**config.mk**
```make
export PLATFORM = sky130hd
export DESIGN_NAME = integer_to_ascii_radix
export DESIGN_NICKNAME = d
export VERILOG_FILES = /design/src/design/itar_pkg.sv /design/src/design/itar_ram.sv /design/src/design/itar_dp.sv /design/src/design/itar_ctrl.sv /design/src/design/integer_to_ascii_radix.sv
export SDC_FILE = /design/constraint.sdc
export NUM_CORES = 1
export LEC_CHECK = 0
export BUFFER_PORTS_ARGS = -buffer_cell sky130_fd_sc_hd__clkbuf_2
export CORE_ASPECT_RATIO = 0.7
export CORE_MARGIN = 2
export CORE_UTILIZATION = 62
export CTS_CLUSTER_DIAMETER = 30
export DETAILED_ROUTE_END_ITERATION = 8
export PLACE_DENSITY = 0.8
export SLEW_MARGIN = 40
export SYNTH_ARGS = -nofsm -noshare
export SYNTH_HDL_FRONTEND = slang
export SYNTH_HIERARCHICAL = 1
export SYNTH_SLANG_ARGS = --single-unit
```
**constraint.sdc**
```tcl
create_clock -name clk -period 3.9 [get_ports clk]
set_input_delay 0.78 -clock clk [delete_from_list [all_inputs] [get_ports clk]]
set_output_delay 0.78 -clock clk [all_outputs]
set_load 0.005 [all_outputs]
```
**src/design/itar_pkg.sv**
```systemverilog
// ----------------------------------------------------------------------------
// itar_pkg: shared definitions for the integer to ascii converter
// constants, character mapping and the controller/datapath interface types
// ----------------------------------------------------------------------------
package itar_pkg;

    // fixed field widths
    localparam int NUMBER_W       = 32;
    localparam int RADIX_W        = 6;
    localparam int CHAR_W         = 8;
    localparam int DIGIT_W        = 6;

    // default operand width
    localparam int VALUE_BITS_DEF = 32;

    // register reset and legal base range
    localparam logic [RADIX_W-1:0] RADIX_RESET = 6'd10;
    localparam logic [RADIX_W-1:0] RADIX_MIN   = 6'd2;
    localparam logic [RADIX_W-1:0] RADIX_MAX   = 6'd36;

    // special characters
    localparam logic [CHAR_W-1:0] MINUS_CHAR = 8'h2D;
    localparam logic [CHAR_W-1:0] NUL_CHAR   = 8'h00;
    localparam logic [CHAR_W-1:0] ZERO_CHAR  = 8'h30;
    localparam logic [CHAR_W-1:0] ALPHA_CHAR = 8'h61;
    localparam logic [DIGIT_W-1:0] TEN       = 6'd10;

    // controller to datapath commands
    typedef struct packed {
        logic load;       // take a new number, clear division state
        logic div_step;   // one restoring division bit
        logic digit_wr;   // store remainder, bump digit count, restart division
        logic out_sign;   // load '-' into the output register
        logic out_digit;  // load the read digit, count down
        logic out_bad;    // load the invalid base marker
    } itar_cmd_t;

    // datapath to controller status
    typedef struct packed {
        logic radix_bad;  // configured base outside the legal range
        logic bit_last;   // final bit of the current division
        logic q_zero;     // quotient is zero
        logic cnt_max;    // digit store about to be full
        logic neg;        // number was negative
        logic out_last;   // output register holds the final character
    } itar_sts_t;

    // digit value to lower-case ascii
    function automatic logic [CHAR_W-1:0] digit_char(input logic [DIGIT_W-1:0] d);
        logic [CHAR_W-1:0] c;
        if (d < TEN)
        begin
            c = ZERO_CHAR + {2'b00, d};
        end
        else
        begin
            c = ALPHA_CHAR + {2'b00, d - TEN};
        end
        return c;
    endfunction

endpackage

```
**src/design/itar_ram.sv**
```systemverilog
// ----------------------------------------------------------------------------
// itar_ram: generic single write port ram
// one write and one read address per cycle, registered read data
// ----------------------------------------------------------------------------
module itar_ram #(
    parameter int WIDTH = 6,
    parameter int DEPTH = 32
) (
    input  logic                     clk,
    input  logic                     we,
    input  logic [$clog2(DEPTH)-1:0] waddr,
    input  logic [WIDTH-1:0]         wdata,
    input  logic [$clog2(DEPTH)-1:0] raddr,
    output logic [WIDTH-1:0]         rdata
);

    logic [WIDTH-1:0] mem [DEPTH];
    logic [WIDTH-1:0] rdata_reg;

    // write port
    always_ff @(posedge clk)
    begin
        if (we)
        begin
            mem[waddr] <= wdata;
        end
    end

    // registered read port
    always_ff @(posedge clk)
    begin
        rdata_reg <= mem[raddr];
    end

    assign rdata = rdata_reg;

endmodule

```
**src/design/itar_dp.sv**
```systemverilog
// ----------------------------------------------------------------------------
// itar_dp: conversion datapath
// base register, bit-serial divider, digit store and output register
// ----------------------------------------------------------------------------
module itar_dp
    import itar_pkg::*;
#(
    parameter int VALUE_BITS = VALUE_BITS_DEF
) (
    input  logic                clk,
    input  logic                rst_n,
    input  logic                cfg_we,
    input  logic [RADIX_W-1:0]  cfg_wdata,
    input  logic [NUMBER_W-1:0] number,
    input  itar_cmd_t           cmd,
    output itar_sts_t           sts,
    output logic [CHAR_W-1:0]   character,
    output logic                last,
    output logic                bad_radix
);

    localparam int BW = $clog2(VALUE_BITS);
    localparam int CW = $clog2(VALUE_BITS + 1);
    localparam int AW = $clog2(VALUE_BITS);

    logic [RADIX_W-1:0]    radix_reg;
    logic [VALUE_BITS-1:0] q_reg, q_next;
    logic [DIGIT_W-1:0]    rem_reg, rem_next;
    logic [BW-1:0]         bit_reg;
    logic [CW-1:0]         cnt_reg;
    logic                  neg_reg;
    logic [CHAR_W-1:0]     char_reg;
    logic                  last_reg;
    logic                  bad_reg;

    logic [NUMBER_W+VALUE_BITS-1:0] num_ext;
    logic [VALUE_BITS-1:0] raw;
    logic [VALUE_BITS-1:0] mag;
    logic [DIGIT_W:0]      rem_sh;
    logic [DIGIT_W:0]      rem_sub;
    logic                  rem_ge;
    logic [CW-1:0]         cnt_dec;
    logic [DIGIT_W-1:0]    rd_digit;

    // base register
    always_ff @(posedge clk or negedge rst_n)
    begin
        if (!rst_n)
        begin
            radix_reg <= RADIX_RESET;
        end
        else if (cfg_we)
        begin
            radix_reg <= cfg_wdata;
        end
    end

    // operand: low bits of the field, magnitude of the two's complement value
    assign num_ext = {{VALUE_BITS{1'b0}}, number};
    assign raw     = num_ext[VALUE_BITS-1:0];
    assign mag     = raw[VALUE_BITS-1] ? (~raw + 1'b1) : raw;

    // restoring division, one quotient bit per cycle
    assign rem_sh   = {rem_reg, q_reg[VALUE_BITS-1]};
    assign rem_ge   = rem_sh >= {1'b0, radix_reg};
    assign rem_sub  = rem_sh - {1'b0, radix_reg};
    assign rem_next = rem_ge ? rem_sub[DIGIT_W-1:0] : rem_sh[DIGIT_W-1:0];
    assign q_next   = {q_reg[VALUE_BITS-2:0], rem_ge};

    assign cnt_dec = cnt_reg - 1'b1;

    // divider and digit counter
    always_ff @(posedge clk or negedge rst_n)
    begin
        if (!rst_n)
        begin
            q_reg   <= '0;
            rem_reg <= '0;
            bit_reg <= '0;
            cnt_reg <= '0;
            neg_reg <= 1'b0;
        end
        else
        begin
            if (cmd.load)
            begin
                q_reg   <= mag;
                rem_reg <= '0;
                bit_reg <= '0;
                cnt_reg <= '0;
                neg_reg <= raw[VALUE_BITS-1];
            end
            else if (cmd.div_step)
            begin
                q_reg   <= q_next;
                rem_reg <= rem_next;
                bit_reg <= bit_reg + 1'b1;
            end
            else if (cmd.digit_wr)
            begin
                rem_reg <= '0;
                bit_reg <= '0;
                cnt_reg <= cnt_reg + 1'b1;
            end
            else if (cmd.out_digit)
            begin
                cnt_reg <= cnt_dec;
            end
        end
    end

    // digit store, least significant digit first
    itar_ram #(
        .WIDTH (DIGIT_W),
        .DEPTH (VALUE_BITS)
    ) u_store (
        .clk   (clk),
        .we    (cmd.digit_wr),
        .waddr (cnt_reg[AW-1:0]),
        .wdata (rem_reg),
        .raddr (cnt_dec[AW-1:0]),
        .rdata (rd_digit)
    );

    // output register
    always_ff @(posedge clk)
    begin
        if (cmd.out_bad)
        begin
            char_reg <= NUL_CHAR;
            last_reg <= 1'b1;
            bad_reg  <= 1'b1;
        end
        else if (cmd.out_sign)
        begin
            char_reg <= MINUS_CHAR;
            last_reg <= 1'b0;
            bad_reg  <= 1'b0;
        end
        else if (cmd.out_digit)
        begin
            char_reg <= digit_char(rd_digit);
            last_reg <= (cnt_reg == CW'(1));
            bad_reg  <= 1'b0;
        end
    end

    assign character = char_reg;
    assign last      = last_reg;
    assign bad_radix = bad_reg;

    // status to the controller
    assign sts.radix_bad = (radix_reg < RADIX_MIN) || (radix_reg > RADIX_MAX);
    assign sts.bit_last  = (bit_reg == BW'(VALUE_BITS - 1));
    assign sts.q_zero    = (q_reg == '0);
    assign sts.cnt_max   = (cnt_reg == CW'(VALUE_BITS - 1));
    assign sts.neg       = neg_reg;
    assign sts.out_last  = last_reg;

endmodule

```
**src/design/itar_ctrl.sv**
```systemverilog
// ----------------------------------------------------------------------------
// itar_ctrl: conversion sequencer
// steps the divider per digit, then reads the digits back for output
// ----------------------------------------------------------------------------
module itar_ctrl
    import itar_pkg::*;
(
    input  logic      clk,
    input  logic      rst_n,
    input  logic      in_valid,
    output logic      in_ready,
    output logic      out_valid,
    input  logic      out_ready,
    input  itar_sts_t sts,
    output itar_cmd_t cmd
);

    typedef enum logic [6:0] {
        ST_IDLE  = 7'b0000001,
        ST_DIV   = 7'b0000010,
        ST_DIGIT = 7'b0000100,
        ST_SIGN  = 7'b0001000,
        ST_RD    = 7'b0010000,
        ST_LOAD  = 7'b0100000,
        ST_OUT   = 7'b1000000
    } itar_state_t;

    itar_state_t state_reg, state_next;

    // state register
    always_ff @(posedge clk or negedge rst_n)
    begin
        if (!rst_n)
        begin
            state_reg <= ST_IDLE;
        end
        else
        begin
            state_reg <= state_next;
        end
    end

    // next state and commands
    always_comb
    begin
        state_next = state_reg;
        cmd        = '0;
        unique case (state_reg)
            ST_IDLE:
            begin
                if (in_valid)
                begin
                    if (sts.radix_bad)
                    begin
                        cmd.out_bad = 1'b1;
                        state_next  = ST_OUT;
                    end
                    else
                    begin
                        cmd.load   = 1'b1;
                        state_next = ST_DIV;
                    end
                end
            end
            ST_DIV:
            begin
                cmd.div_step = 1'b1;
                if (sts.bit_last)
                begin
                    state_next = ST_DIGIT;
                end
            end
            ST_DIGIT:
            begin
                cmd.digit_wr = 1'b1;
                if (sts.q_zero || sts.cnt_max)
                begin
                    state_next = sts.neg ? ST_SIGN : ST_RD;
                end
                else
                begin
                    state_next = ST_DIV;
                end
            end
            ST_SIGN:
            begin
                cmd.out_sign = 1'b1;
                state_next   = ST_OUT;
            end
            ST_RD:
            begin
                state_next = ST_LOAD;
            end
            ST_LOAD:
            begin
                cmd.out_digit = 1'b1;
                state_next    = ST_OUT;
            end
            ST_OUT:
            begin
                if (out_ready)
                begin
                    state_next = sts.out_last ? ST_IDLE : ST_RD;
                end
            end
            default:
            begin
                state_next = ST_IDLE;
            end
        endcase
    end

    assign in_ready  = (state_reg == ST_IDLE);
    assign out_valid = (state_reg == ST_OUT);

endmodule

```
**src/design/integer_to_ascii_radix.sv**
```systemverilog
// ----------------------------------------------------------------------------
// integer_to_ascii_radix: signed integer to ascii text in base 2 to 36
// one number in, its characters out most significant first, '-' leading
// ----------------------------------------------------------------------------
//  channel  | signals                          | transfer
//  ---------+----------------------------------+-----------------------------
//  input    | in_valid in_ready number         | in_valid & in_ready
//  output   | out_valid out_ready character    | out_valid & out_ready
//           | last bad_radix                   |
//  config   | cfg_we cfg_wdata                 | cfg_we, no wait
//
// each digit takes a full pass through the bit-serial divider; once all
// digits are stored, the sign and then each digit are put out, subject to
// output stalls. an invalid base gives one character.
// reset is asynchronous and active low and sets the base to 10.
// one number is held at a time; input is taken only when idle.
// ----------------------------------------------------------------------------
module integer_to_ascii_radix
    import itar_pkg::*;
#(
    parameter int VALUE_BITS = VALUE_BITS_DEF
) (
    input  logic                clk,
    input  logic                rst_n,
    input  logic                cfg_we,
    input  logic [RADIX_W-1:0]  cfg_wdata,
    input  logic                in_valid,
    output logic                in_ready,
    input  logic [NUMBER_W-1:0] number,
    output logic                out_valid,
    input  logic                out_ready,
    output logic [CHAR_W-1:0]   character,
    output logic                last,
    output logic                bad_radix
);

    itar_cmd_t cmd;
    itar_sts_t sts;

    // sequencer
    itar_ctrl u_ctrl (
        .clk       (clk),
        .rst_n     (rst_n),
        .in_valid  (in_valid),
        .in_ready  (in_ready),
        .out_valid (out_valid),
        .out_ready (out_ready),
        .sts       (sts),
        .cmd       (cmd)
    );

    // datapath
    itar_dp #(
        .VALUE_BITS (VALUE_BITS)
    ) u_dp (
        .clk       (clk),
        .rst_n     (rst_n),
        .cfg_we    (cfg_we),
        .cfg_wdata (cfg_wdata),
        .number    (number),
        .cmd       (cmd),
        .sts       (sts),
        .character (character),
        .last      (last),
        .bad_radix (bad_radix)
    );

    // no input taken while a character is pending
    assert property (@(posedge clk) disable iff (!rst_n)
        in_ready |-> !out_valid)
        else $error("input ready while output pending");

    // an accepted number blocks further input for the next cycle
    assert property (@(posedge clk) disable iff (!rst_n)
        (in_valid && in_ready) |=> !in_ready)
        else $error("input ready right after a transfer");

    // invalid base marker is a lone nul character
    assert property (@(posedge clk) disable iff (!rst_n)
        (out_valid && bad_radix) |-> (last && character == NUL_CHAR))
        else $error("bad base output malformed");

    // the sign never ends the text
    assert property (@(posedge clk) disable iff (!rst_n)
        (out_valid && character == MINUS_CHAR) |-> !last)
        else $error("sign marked as final character");

endmodule

```
Word-level counts from Yosys, hierarchy flattened:

Memory sizes are Yosys's and may differ from the RTL's. A register that Yosys moved wholly into a read port is not among the register bits.
Index checks and enable logic that the tools add are counted.

* register bits: 73
* latch bits: 0
* RAM bits: 192
* bits in read-only memories: 0
* input port bits: 43
* output and inout bits: 12
* memories: 1

Memory list
* u_dp.u_store.mem: depth 32, bits a word 6, rd ports 1, clocked after Yosys merged registers in 1, wr ports 1, line itar_ram.sv:17 `logic [WIDTH-1:0] mem [DEPTH];`

* add/subtract/negate cells: 8
* multipliers: 0
* div/mod/pow operators: 0
* magnitude comparators: 4
* eq/ne operators: 14
* shift-type cells: 0
* mux-type cells: 41
* bitwise logic cells: 1
* reduce and logical (&&, ||, !) cells: 11

Operators by type and width (count)
* two-way mux 32 bit: 3
* two-way mux 6 bit: 10
* case mux 7 bit (6 select lines): 1
* two-way mux 7 bit: 5
* adder 32 x 1 -> 32 bit, second input constant: 1
* zero test 32 bit: 1
* NOT 32 bit: 1
* two-way mux 5 bit: 5
* two-way mux 1 bit: 16
* adder 7 x 6 -> 8 bit, first input constant: 1
* two-way mux 8 bit: 1
* adder 6 x 6 -> 7 bit, first input constant: 1
* equality test 7 x 1 -> 1 bit, second input constant: 1
* equality test 7 x 2 -> 1 bit, second input constant: 1
* equality test 7 x 3 -> 1 bit, second input constant: 1
* equality test 7 x 4 -> 1 bit, second input constant: 1
* equality test 7 x 5 -> 1 bit, second input constant: 1
* equality test 7 x 6 -> 1 bit, second input constant: 1
* equality test 7 bit, second input constant: 1
* greater-or-equal comparator 7 x 6 -> 1 bit: 1
* adder 6 x 1 -> 6 bit, second input constant: 1
* equality test 6 x 1 -> 1 bit, second input constant: 1
* equality test 6 x 5 -> 1 bit, second input constant: 1
* greater-than comparator 6 bit, second input constant: 1
* 15 further kinds: 21

Depth between registers and ports, before layout:

* word-level depth: 7
* mapped depth: 10
* depth with buffers taken out: 8

Hierarchy:

The synthesis kept the hierarchy.

Modules (own cells, without submodules)
* itar_ram: instances 1, cells each 323, area an instance 7589.8 sq um, seq. area each 5885.6 sq um
* itar_dp: instances 1, cells each 502, area an instance 4478.0 sq um, seq. area each 1604.0 sq um
* itar_ctrl: instances 1, cells each 70, area an instance 610.6 sq um, seq. area each 176.4 sq um

Worst setup path after synthesis:

No wires, ideal clock.

* path type: reg-to-reg
* start: reg u_dp.cnt_reg[0]
* end: reg u_dp.u_store.rdata_reg[0], in the netlist u_dp/u_store/rdata[0] (read register of u_dp.u_store.mem)
* arrival time: 2.794 ns
* required time: 3.779 ns
* path slack: 0.986 ns
* cell stages (with the launch flop): 9
* buffers on the path: 2
* period minus slack after synthesis: 2.914 ns
* path through: dfrtp_1 inv_1 ha_1 xor2_1 clkbuf_1 clkbuf_1 mux4_2 mux4_2 mux2_2

* cells in the longest elaborated chain, start to end: 1

RTL lines
* from (decl): line itar_dp.sv:30 `logic [CW-1:0] cnt_reg;`
* from (signal assigned): line itar_dp.sv:103 `cnt_reg <= cnt_reg + 1'b1;`
* from (signal assigned): line itar_dp.sv:107 `cnt_reg <= cnt_dec;`
* subtractor 6 x 1 -> 6 bit: line itar_dp.sv:70 `assign cnt_dec = cnt_reg - 1'b1;`
* named net u_dp.cnt_dec[0]: line itar_dp.sv:42 `logic [CW-1:0] cnt_dec;`
* to (decl): line itar_ram.sv:18 `logic [WIDTH-1:0] rdata_reg;`

The timed path passes the listed nets, and every way through them passes these cells.
A chain may end at the register's enable or synchronous reset.

Worst setup path after layout:

* start: reg u_dp.cnt_reg[1]
* end: reg u_dp.u_store.rdata_reg[1], in the netlist u_dp/u_store/rdata[1] (read register of u_dp.u_store.mem)

Same word-level chain as after synthesis.

==> flow_summary_export.csv <==
group,metric,value,unit
clocking,numClockSinks,271,
sta,rsz0062_at_grt,"no",
sta,slew_headroom,49.5,%
sta,worstMarginPinSlew,0.755,ns
logic_synthesis,synth.top_cells.by_count,"edfxtp_1 (192), nor2_1 (70), dfrtp_1 (60), mux4_2 (60), a21oi_1 (47)",
placement,routabilityCongestion,0.844,
routing,viasPerCell,6.59,
logic_synthesis,synth.net_count,954,
setup_path,critPathBufInv,2,
clocking,clkTransAtPathRegs,0.06,ns
logic_synthesis,ys_types,79,
sta,setup_viol,0,
logic_synthesis,synth_edf_count,192,
logic_synthesis,synth_top_area_share,45.5,%
setup_path,path_class,"reg -> reg",
logic_synthesis,seq_area_frac_synth,60.5,%
sta,fmax,318,MHz
run,maxCapViolations,0,
sta,hold_viol_final,0,
clocking,cts.path.max_buffers,3,
clocking,postCtsSetupBuffers,0,
cells_and_area,antenna_cells,0,
global_routing,grt_max_degree,51,
clocking,cts_root_buf,"clkbuf_16",
logic_synthesis,syn_area,12700,um^2
routing,first_pass_iters,6,
routing,drt_iter0_drc,992,
routing,vias,8242,
routing,route.detailed.drc,0,
global_routing,track_usage,28.0,%
setup_path,crit_fanout,48,
logic_synthesis,synth_flop_cell,"edfxtp_1",
logic_synthesis,ys_seq_elements,271,
routing,avgRoutedWirePerCell,23.4,um
clocking,insertion_delay,0.51,ns
logic_synthesis,yosys_warnings,6,
logic_synthesis,syn-instance-count,895,
cells_and_area,drive_gt1_share,23.5,%
global_routing,antenna_found_initial,1,
cells_and_area,area_delta_synth_final,14.0,%
logic_synthesis,synthTopCellsByArea,"edfxtp_1 (45%), dfrtp_1 (12%), mux4_2 (11%)",
floorplanning,rows,43,
floorplanning,initial_core_util,63.7,%
outcome,status,"finished clean",
power,power_density,758,nW/um^2
setup_path,required,4.30,ns
global_routing,grt_pass1_vias,7705,
floorplanning,fp.dieH,124,um
clocking,cts_buffers,38,
cells_and_area,largest_reg_flops,192,
sta,finalSetupTns,0,ns
setup_path,slowest_stage,"buf_4",
setup_path,cp_top_family,"multiplexers",
sta,fin_crit,3.14,ns
global_routing,grt.overflow.total,0,
setup_path,critical-path-top-cell-by-count,"mux4_2",
floorplanning,dieArea,21600,um^2
clocking,htree_levels,2,
cells_and_area,nets,1011,
setup_path,crit_chain,"inv_1, ha_1, xor2_4, buf_4, mux4_2, mux4_2, mux2_2",
logic_synthesis,postSynthAreaPerCell,14.2,um^2
cells_and_area,final_util,72.6,%
power,p_leak,5.22,nW
clocking,cts_tree,"done",
sta,finalCritPeriodShare,80.5,%
sta,slew_violations,0,
setup_path,worst_setup_path_start_kind,"register",
floorplanning,io_pins,55,
setup_path,cp.arrival,3.54,ns
floorplanning,fp.dieW,175,um
logic_synthesis,ys_async_sr_fraction,23.2,%
routing,wirelength,29300,um
global_routing,grt_pass1_wl,45500,um
setup_path,crit_path_end_kind,"register",
power,vdd_drop_max,522,uV
sta,clock_skew,0.0224,ns
routing,ant_nets,0,
clocking,ctsHoldBuffers,0,
placement,dp_hpwl,18700,um
setup_path,slowest_delay,0.56,ns
logic_synthesis,synth_most_common_cell,"edfxtp_1",
logic_synthesis,synth_top_cell_by_area,"edfxtp_1",
placement,port_buffers,54,
clocking,ctsResizeCount,0,
floorplanning,coreArea,19900,um^2
worst_hold_path,hold_path_class,"in -> async",
setup_path,ff2ff_setup_slack,0.76,ns
-- placed cells by master, fill, tap and decap left out, types with 5 or more instances in the layout --
master and n:
a211oi_1 27, a21oi_1 47, buf_4 14, clkbuf_1 10, clkbuf_16 39, clkbuf_2 53
dfrtp_1 59, dfxtp_1 16, edfxtp_1 192, ha_1 15, inv_1 23, mux2_2 8
mux2i_1 9, mux4_2 60, nand2_1 30, nand2b_1 7, nand3_1 18, nand3b_1 6
nand4_1 10, nand4b_1 5, nor2_1 68, nor2b_1 31, nor3_1 12, nor4_1 14
o21ai_0 32, o31ai_1 8, o41ai_2 7, or3_1 6, xnor2_1 14, xor2_1 33
-- worst paths after layout --
| path | from | to | cells after the start |
|---|---|---|---|
| worst max-delay path | u_dp/cnt_reg[1]$_DFFE_PN0P_ | u_dp/u_store/rdata[1]$_DFF_P_ | 7 |
| worst min-delay path | rst_n | u_ctrl/state_reg[2]$_DFFE_PN0P_ | 1 |
| worst max register to register | u_dp/cnt_reg[1]$_DFFE_PN0P_ | u_dp/u_store/rdata[1]$_DFF_P_ | 7 |
| worst min register to register | u_dp/character[7]$_SDFFE_PP0P_ | u_dp/character[7]$_SDFFE_PP0P_ | 2 |
| max in group asynchronous | rst_n | u_dp/radix_reg[1]$_DFFE_PN1P_ | 2 |
| min in group clk | u_dp/character[7]$_SDFFE_PP0P_ | u_dp/character[7]$_SDFFE_PP0P_ | 2 |
-- routing by layer --
| metal | part of all wire [%] | global-route usage (%) |
|---|---|---|
| met3 | 11 | 7.69 |
| met5 | 0.051 | 0 |
| met1 | 43 | 43.1 |
| met2 | 44 | 39.8 |
| met4 | 2.1 | 7.60 |
-- report_power, final --
| group | leakage, nW | total (mW) | switching (mW) | internal, mW |
|---|---|---|---|---|
| clock network | 0.598 | 3.37 | 1.25 | 2.13 |
| logic | 1.95 | 3.58 | 1.95 | 1.63 |
| registers | 2.68 | 4.00 | 0.392 | 3.60 |
-- cells by family (layout without fill, tap and decap cells) --
family | Yosys count | count (layout) | synth area share [%]
adders and majority gates | 16 | 16 | 1.64
and+or+nand+nor | 244 | 244 | 11.0
buffers and inverters | 76 | 162 | 2.65
muxes | 77 | 77 | 12.1
xor gates and xnor gates | 48 | 48 | 3.32
AOI/OAI and AO/OA | 163 | 163 | 8.89
DFF | 271 | 271 | 60.5
-- metrics by stage --
stage	std cells	area (um^2)	hold slack [ns]	setup WS (ns)	total power [mW]
floorplan	895	12700	0.465	0.986	6.58
global placement	1182	13200	0.474	1.01	7.35
detailed placement	1182	13200	0.477	0.872	7.51
CTS	1251	14500	0.296	0.788	10.9
global route	1251	14500	0.326	0.636	11.5
finish	1251	14500	0.283	0.759	11.0
-- layout make-up --
class                   instances  area (um^2)
flip-flops and latches        271         7670
clock inverters                20          243
inverters                      24         90.1
fillers                      1238         5450
clock buffers                  49         1010
well taps                     270          338
repair buffers                 69          389
multi-input cells             548         4710
Note: power is estimated with default switching activity, not from simulation.
